**src/rtl/c3f_pkg.sv**
```systemverilog
// Shared types and constants of the 3x3 clamped convolution filter.
`timescale 1ns / 1ps

package c3f_pkg;

  localparam int PIX_W   = 8;
  localparam int COORD_W = 10;
  localparam int DIM_W   = 11;
  localparam int KROW_W  = 24;
  localparam int CFG_W   = 24;
  localparam int IDX_W   = 3;
  localparam int PROD_W  = 17;
  localparam int RSUM_W  = 19;
  localparam int SUM_W   = 21;

  // configuration register indexes
  localparam logic [IDX_W-1:0] REG_IMAGE_WIDTH       = 3'd0;
  localparam logic [IDX_W-1:0] REG_IMAGE_HEIGHT      = 3'd1;
  localparam logic [IDX_W-1:0] REG_KERNEL_ROW_TOP    = 3'd2;
  localparam logic [IDX_W-1:0] REG_KERNEL_ROW_MIDDLE = 3'd3;
  localparam logic [IDX_W-1:0] REG_KERNEL_ROW_BOTTOM = 3'd4;

  localparam logic [DIM_W-1:0]  DIM_RESET  = 11'd1024;
  localparam logic [DIM_W-1:0]  DIM_MIN    = 11'd3;
  localparam logic [KROW_W-1:0] KROW_RESET = 24'hFF0001;
  localparam logic [SUM_W-1:0]  PIX_MAX    = 21'd255;

  typedef logic [PIX_W-1:0]          pix_t;
  typedef logic [COORD_W-1:0]        coord_t;
  typedef logic signed [PIX_W-1:0]   coef_t;
  typedef pix_t  [2:0][2:0]          nbhd_t;    // [row][col], row 0 top, col 0 left
  typedef coef_t [2:0][2:0]          kernel_t;  // same layout as nbhd_t

  // position data that travels with one pixel through the pipeline
  typedef struct packed {
    logic   interior;
    coord_t column;
    coord_t row;
    logic   frame_end;
  } meta_t;

endpackage

```
**src/rtl/c3f_if.sv**
```systemverilog


interface c3f_res_if;
  logic            valid;
  logic            ready;
  c3f_pkg::pix_t   pixel_out;
  c3f_pkg::coord_t out_column;
  c3f_pkg::coord_t out_row;
  logic            frame_end;

  modport source (output valid, output pixel_out, output out_column, output out_row,
                  output frame_end, input ready);
  modport sink   (input valid, input pixel_out, input out_column, input out_row,
                  input frame_end, output ready);
endinterface

```
**src/rtl/c3f_mac.sv**
```systemverilog
// Nine multiplies, row sums, final sum and clamp to 0..255, with output register.
`timescale 1ns / 1ps

module c3f_mac (
  input  logic             clk,
  input  logic             rst,
  input  logic             nb_valid,
  input  c3f_pkg::nbhd_t   nb,
  input  c3f_pkg::meta_t   nb_meta,
  output logic             nb_ready,
  input  c3f_pkg::kernel_t kernel,
  c3f_res_if.source        res
);

  logic                                    v2, v3, v4, vo;
  logic                                    ld2, ld3, ld4, ldo;
  c3f_pkg::nbhd_t                          nb2;
  c3f_pkg::meta_t                          m2, m3, m4;
  logic signed [c3f_pkg::PROD_W-1:0]       prod [3][3];
  logic signed [c3f_pkg::RSUM_W-1:0]       rsum [3];
  logic signed [c3f_pkg::SUM_W-1:0]        total;
  c3f_pkg::pix_t                           clamped;

  assign ldo      = !vo || res.ready;
  assign ld4      = !v4 || ldo;
  assign ld3      = !v3 || ld4;
  assign ld2      = !v2 || ld3;
  assign nb_ready = ld2;
  assign res.valid = vo;

  always_comb begin
    total = {{2{rsum[0][c3f_pkg::RSUM_W-1]}}, rsum[0]}
          + {{2{rsum[1][c3f_pkg::RSUM_W-1]}}, rsum[1]}
          + {{2{rsum[2][c3f_pkg::RSUM_W-1]}}, rsum[2]};
    if (total[c3f_pkg::SUM_W-1]) begin
      clamped = '0;
    end else if (total > $signed(c3f_pkg::PIX_MAX)) begin
      clamped = '1;
    end else begin
      clamped = total[c3f_pkg::PIX_W-1:0];
    end
  end

  always_ff @(posedge clk) begin
    if (ld2) begin
      nb2 <= nb;
      m2  <= nb_meta;
    end
    if (ld3) begin
      for (int r = 0; r < 3; r++) begin
        for (int c = 0; c < 3; c++) begin
          prod[r][c] <= $signed({1'b0, nb2[r][c]}) * $signed(kernel[r][c]);
        end
      end
      m3 <= m2;
    end
    if (ld4) begin
      for (int r = 0; r < 3; r++) begin
        rsum[r] <= {{2{prod[r][0][c3f_pkg::PROD_W-1]}}, prod[r][0]}
                 + {{2{prod[r][1][c3f_pkg::PROD_W-1]}}, prod[r][1]}
                 + {{2{prod[r][2][c3f_pkg::PROD_W-1]}}, prod[r][2]};
      end
      m4 <= m3;
    end
    if (ldo) begin
      res.pixel_out  <= clamped;
      res.out_column <= m4.column;
      res.out_row    <= m4.row;
      res.frame_end  <= m4.frame_end;
    end
  end

  always_ff @(posedge clk) begin
    if (rst) begin
      v2 <= 1'b0;
      v3 <= 1'b0;
      v4 <= 1'b0;
      vo <= 1'b0;
    end else begin
      if (ld2) v2 <= nb_valid;
      if (ld3) v3 <= v2;
      if (ld4) v4 <= v3;
      if (ldo) vo <= v4;
    end
  end

endmodule

```
**src/flat_wrapper.sv**
```systemverilog
// flat-port wrapper written by rule: the top's interface ports become plain ports
module c3f_mac_flat 
  (clk, rst, nb_valid, nb, nb_meta, nb_ready, kernel, res_valid, res_pixel_out, res_out_column, res_out_row, res_frame_end, res_ready);
  c3f_res_if res_i ();
  input  logic clk;
  input  logic rst;
  input  logic nb_valid;
  input  c3f_pkg::nbhd_t nb;
  input  c3f_pkg::meta_t nb_meta;
  output logic nb_ready;
  input  c3f_pkg::kernel_t kernel;
  output wire logic [$bits(res_i.valid)-1:0] res_valid;
  output wire logic [$bits(res_i.pixel_out)-1:0] res_pixel_out;
  output wire logic [$bits(res_i.out_column)-1:0] res_out_column;
  output wire logic [$bits(res_i.out_row)-1:0] res_out_row;
  output wire logic [$bits(res_i.frame_end)-1:0] res_frame_end;
  input wire logic [$bits(res_i.ready)-1:0] res_ready;
  assign res_valid = res_i.valid;
  assign res_pixel_out = res_i.pixel_out;
  assign res_out_column = res_i.out_column;
  assign res_out_row = res_i.out_row;
  assign res_frame_end = res_i.frame_end;
  assign res_i.ready = res_ready;
  c3f_mac u_core (.clk(clk), .rst(rst), .nb_valid(nb_valid), .nb(nb), .nb_meta(nb_meta), .nb_ready(nb_ready), .kernel(kernel), .res(res_i));
endmodule
```
**config.mk**
```make
export PLATFORM = sky130hd
export DESIGN_NAME = c3f_mac_flat
export DESIGN_NICKNAME = d
export VERILOG_FILES = /design/src/rtl/c3f_pkg.sv /design/src/rtl/c3f_if.sv /design/src/rtl/c3f_mac.sv /design/src/flat_wrapper.sv
export SDC_FILE = /design/constraint.sdc
export NUM_CORES = 2
export LEC_CHECK = 0
export ABC_AREA = 1
export BUFFER_PORTS_ARGS = -buffer_cell sky130_fd_sc_hd__buf_2
export CAP_MARGIN = 25
export CORE_ASPECT_RATIO = 0.5
export CORE_UTILIZATION = 40
export CTS_CLUSTER_SIZE = 25
export DETAILED_ROUTE_END_ITERATION = 12
export PLACE_DENSITY = 0.57
export SETUP_SLACK_MARGIN = 0.2
export SLEW_MARGIN = 40
export SYNTH_ARGS = -nofsm -noshare
export SYNTH_HDL_FRONTEND = slang
export SYNTH_SLANG_ARGS = --single-unit
```
**constraint.sdc**
```tcl
create_clock -name clk -period 12.5 [get_ports clk]
set_input_delay 2.5 -clock clk [delete_from_list [all_inputs] [get_ports clk]]
set_output_delay 2.5 -clock clk [all_outputs]
set_load 0.01 [all_outputs]
```
# Word-level counts from Yosys, hierarchy flattened
# Memories as Yosys holds them, arrays and structs flattened.
# Index checks and enable logic that the tools add are counted.
[totals] register_bits=168 latchBits=0 ram_bits=210 mem_bits_ro=0 in_bits=170 out_inout_bits=31 elab_cells=59 n_memories=2
[memory_table] name="u_core.prod" depth=3 width=51 read_ports=3 rd_clocked_by_memory_dff=0 write_ports=3 line_no="c3f_mac.sv:19" rtl="logic signed [c3f_pkg::PROD_W-1:0] prod [3][3];"
[memory_table] name="u_core.rsum" depth=3 width=19 read_ports=3 rd_clocked_by_memory_dff=0 write_ports=3 line_no="c3f_mac.sv:20" rtl="logic signed [c3f_pkg::RSUM_W-1:0] rsum [3];"
[classes] addsub=8 multipliers=9 div_mod_pow=0 order_cmp=1 eq_ne=0 shift=0 n_mux=5 bitwise=0 n_reduce_logical=8
[ops] cell="multiplier 9 x 8 -> 17 bit" n=9
[ops] cell="adder 19 bit" n=3
[ops] cell="adder 17 x 17 -> 18 bit" n=3
[ops] cell="adder 21 bit" n=1
[ops] cell="> comparator 21 x 9 -> 1 bit, second input constant" n=1
[ops] cell="adder 19 x 19 -> 20 bit" n=1
[ops] cell="two-way mux 8 bit" n=1
[ops] cell="zero test 1 bit" n=4
[ops] cell="logical OR 1 bit" n=4
[ops] cell="two-way mux 1 bit" n=4

# Longest topological paths before layout
[logic_depth] word_depth=6 depth_mapped=25 ltp_nobuf=24

# Worst setup path before layout
# OpenSTA, ideal clock, no wires.
[synth_timing] kind="in2out" from="input res_ready" to="output nb_ready" t_arrival_ns=7.064 required_ns=10.000 path_slack_ns=2.936 stages=6 path_buffers=0 cell_sequence="nor2_1 > inv_1 > nor2_1 > inv_1 > nor2_1 > nand2_1"
[synth_between] elab_chain_cells=4
[synth_lines] item="start: declaration" line_no="flat_wrapper.sv:17" rtl="input wire logic [$bits(res_i.ready)-1:0] res_ready;"
[synth_lines] item="logical OR 1 bit" line_no="c3f_mac.sv:24" rtl="assign ldo = !vo || res.ready;"
[synth_lines] item="named net u_core.ldo" line_no="c3f_mac.sv:16" rtl="logic ld2, ld3, ld4, ldo;"
[synth_lines] item="logical OR 1 bit" line_no="c3f_mac.sv:25" rtl="assign ld4 = !v4 || ldo;"
[synth_lines] item="named net u_core.ld4" line_no="c3f_mac.sv:16"
[synth_lines] item="logical OR 1 bit" line_no="c3f_mac.sv:26" rtl="assign ld3 = !v3 || ld4;"
[synth_lines] item="logical OR 1 bit" line_no="c3f_mac.sv:27" rtl="assign ld2 = !v2 || ld3;"
[synth_lines] item="end: declaration" line_no="flat_wrapper.sv:10" rtl="output logic nb_ready;"
# The timed path passes the listed nets, and every way through them passes these cells.

# Final worst setup path
# Ends and elaborated chain as after synthesis.

==> impl_metrics.toml <==
[run_status]
outcome = "finished clean"

[global_route]
grt_max_degree = 73
grt_use_total_pct = 17.49
antenna_found_initial = 6
grt_overflow_total = 0
grt_pass1_vias = 27010
grt_pass1_wl_mm = 136.6

[worst_setup_path]
cp_common_cell = "nor2_1"
slowest_delay_ns = 0.48
cp_data_required_time_ns = 10.00
start_kind = "input pin"
crit_buf_inv = 4
cp.arrival_ns = 4.18
critical_path_class = "input pin to output port"
path_max_fanout = 22
cp_slowest_cell = "nor2_1"
worstSetupEndpointType = "output port"
crit_family = "simple AND/OR/NAND/NOR gates"
crit_chain = "buf_2 -> nor2_1 -> inv_1 -> nor2_1 -> clkinv_2 -> nor2_1 -> nand2_4 -> buf_2"

[die]
core_sq_um = 93900
io_pins = 201
die-area_sq_um = 97020
start_util_pct = 40.77
rows = 79
die_height_um = 220.8
die_w_um = 439.5

[logic_synthesis]
yosys.cell_types.count = 45
seq_area_frac_synth_pct = 29.55
synth.area.top_cells = "edfxtp_1 (29%), fa_1 (18%), ha_1 (17%)"
synth_edf_count = 374
synth_top_cell_area_share_pct = 29.34
synth_area_per_cell_sq_um = 9.087
netlist_instances = 4213
syn-num-nets = 5256
synthArstFlopShare_pct = 0
synth_top_cell_by_area = "edfxtp_1"
yosys_register_bits = 378
synth_ff_type = "edfxtp_1"
synth_area_sq_um = 38280
yosysWarnings = 0

[cts]
post_cts_buffers = 0
clk_latency_ns = 0.61
cts_hold_buffers = 0
cts_root_buffer = "clkbuf_16"
numCtsBuffers = 43
clkTransAtPathRegs_ns = 0.06
clock_path_buffers = 3
cts.sinks = 378
ctsResizeCount = 0
htree_levels = 2
cts_tree = "built"

[cells_and_area]
drive_above_1_share_pct = 8.251
final_cell_mix = "inv_1 (942), nand2_1 (879), ha_1 (532)"
final_core_util_pct = 44.60
final_common_cell = "inv_1"
final_nets = 5372
syn2layout_area_growth_pct = 9.407

[timing]
tns_ns = 0
hold_viol = 0
slew_violations = 0
fmax_mhz = 149.7
rsz0062_at_grt = "no"
fin_skew_ns = 0.01606
slew_headroom_pct = 47.54
period_share_pct = 53.45
period_minus_slack_ns = 6.681
worstMarginPinSlew_ns = 0.7869
finalSetupViolCount = 0

[drt]
wire_per_inst_um = 14.72
wl_mm = 82.76
drtAntennaViolNets = 0
drt-initial-drc-count = 1744
viasPerCell = 4.818
first_pass_iters = 5
route.detailed.drc = 0
num_vias = 27080

[flow_run]
max_cap_viol_count = 0

[placed_design]
globalplace.congestion = 0.8987
dp_hpwl_mm = 68.28
numPortBuffers = 199

[worst_hold_path]
min_path_type = "flip-flop to flip-flop"
[worst reg2reg max path: cells and delay by family, from the launching register on]
family,cells,cell delay [ns]
AND/OR/NAND/NOR,1,0.37
buffers and inverters,1,0.05
AO/OA/AOI/OAI,6,1.00
XOR/XNOR,1,0.14
adder cells (fa/ha/maj),5,2.42
flip-flops,1,0.54
[synthesized netlist by cell type (all sizes together) (10+ instances only)]
cell and number:
a21o 25, a21oi 222, a31oi 22, clkbuf 135
edfxtp 374, fa 341, ha 532, inv 946
nand2 894, nand3 98, nand4 35, nor2 136
nor3 25, o2111ai 10, o21ai 90, o21bai 10
or2 48, xnor2 65, xor2 159
[registers in the layout (all words and copies together) (netlist names), 8 cells and up]
register	cells
u_core.m2	21
u_core.rsum	57
u_core.res.out_row	10
u_core.res.pixel_out	8
u_core.res.out_column	10
u_core.prod	153
u_core.m3	21
u_core.nb2	72
u_core.m4	21
[stage by stage]
step | area (sq um) | worst slack, ns | hold WS, ns | cells
2_1_floorplan | 38280 | 2.936 | 0.4003 | 4213
3_5_place_dp | 40410 | 5.500 | 0.4045 | 5539
5_1_grt | 41880 | 5.596 | 0.4229 | 5621
3_3_place_gp | 40410 | 5.542 | 0.4008 | 5539
6_report | 41880 | 5.819 | 0.4174 | 5621
4_1_cts | 41870 | 5.756 | 0.4190 | 5618
[final timing paths]
check / startpoint / endpoint / slack, ns / cells after the start
min reg2reg: u_core.m4[20] / u_core.res.out_column[9] / 0.42 / 0
min: u_core.m4[20] / u_core.res.out_column[9] / 0.42 / 0
max: res_ready / nb_ready / 5.82 / 8
max reg2reg: u_core.nb2[25] / u_core.prod[1][49] / 7.74 / 14
[cells by family (layout without fill, tap and decap cells)]
kind of cell | Yosys count | count (layout) | share of synthesized area [%]
and+or+nand+nor | 1247 | 1247 | 13.50
other | 0 | 3 | 0
xor gates and xnor gates | 224 | 224 | 5.144
AOI/OAI and AO/OA | 408 | 408 | 5.971
DFF | 378 | 378 | 29.55
buffers and inverters | 1083 | 1233 | 10.62
adders and majority gates | 873 | 873 | 35.22
[layer usage]
layer,global-route usage (%),routed length [um],vias to the layer above
met5,0,0,-
met3,2.727,4653,86
met4,3.519,1284,0
li1,-,-,13500
met2,27.16,35800,504
met1,25.74,41020,12990
[final cells by class]
| class | instances | area (sq um) |
|---|---|---|
| Clock inverter | 35 | 380.4 |
| Antenna cell | 3 | 7.507 |
| Tap cell | 1255 | 1570 |
| Inverter | 948 | 3565 |
| Multi-Input combinational cell | 2752 | 22910 |
| Clock buffer | 44 | 1080 |
| Sequential cell | 378 | 11310 |
| Timing Repair Buffer | 206 | 1056 |
| Fill cell | 9134 | 52020 |
Power is not shown: default switching activity piles up to over one toggle a cycle in this logic, so the estimate is an artifact.
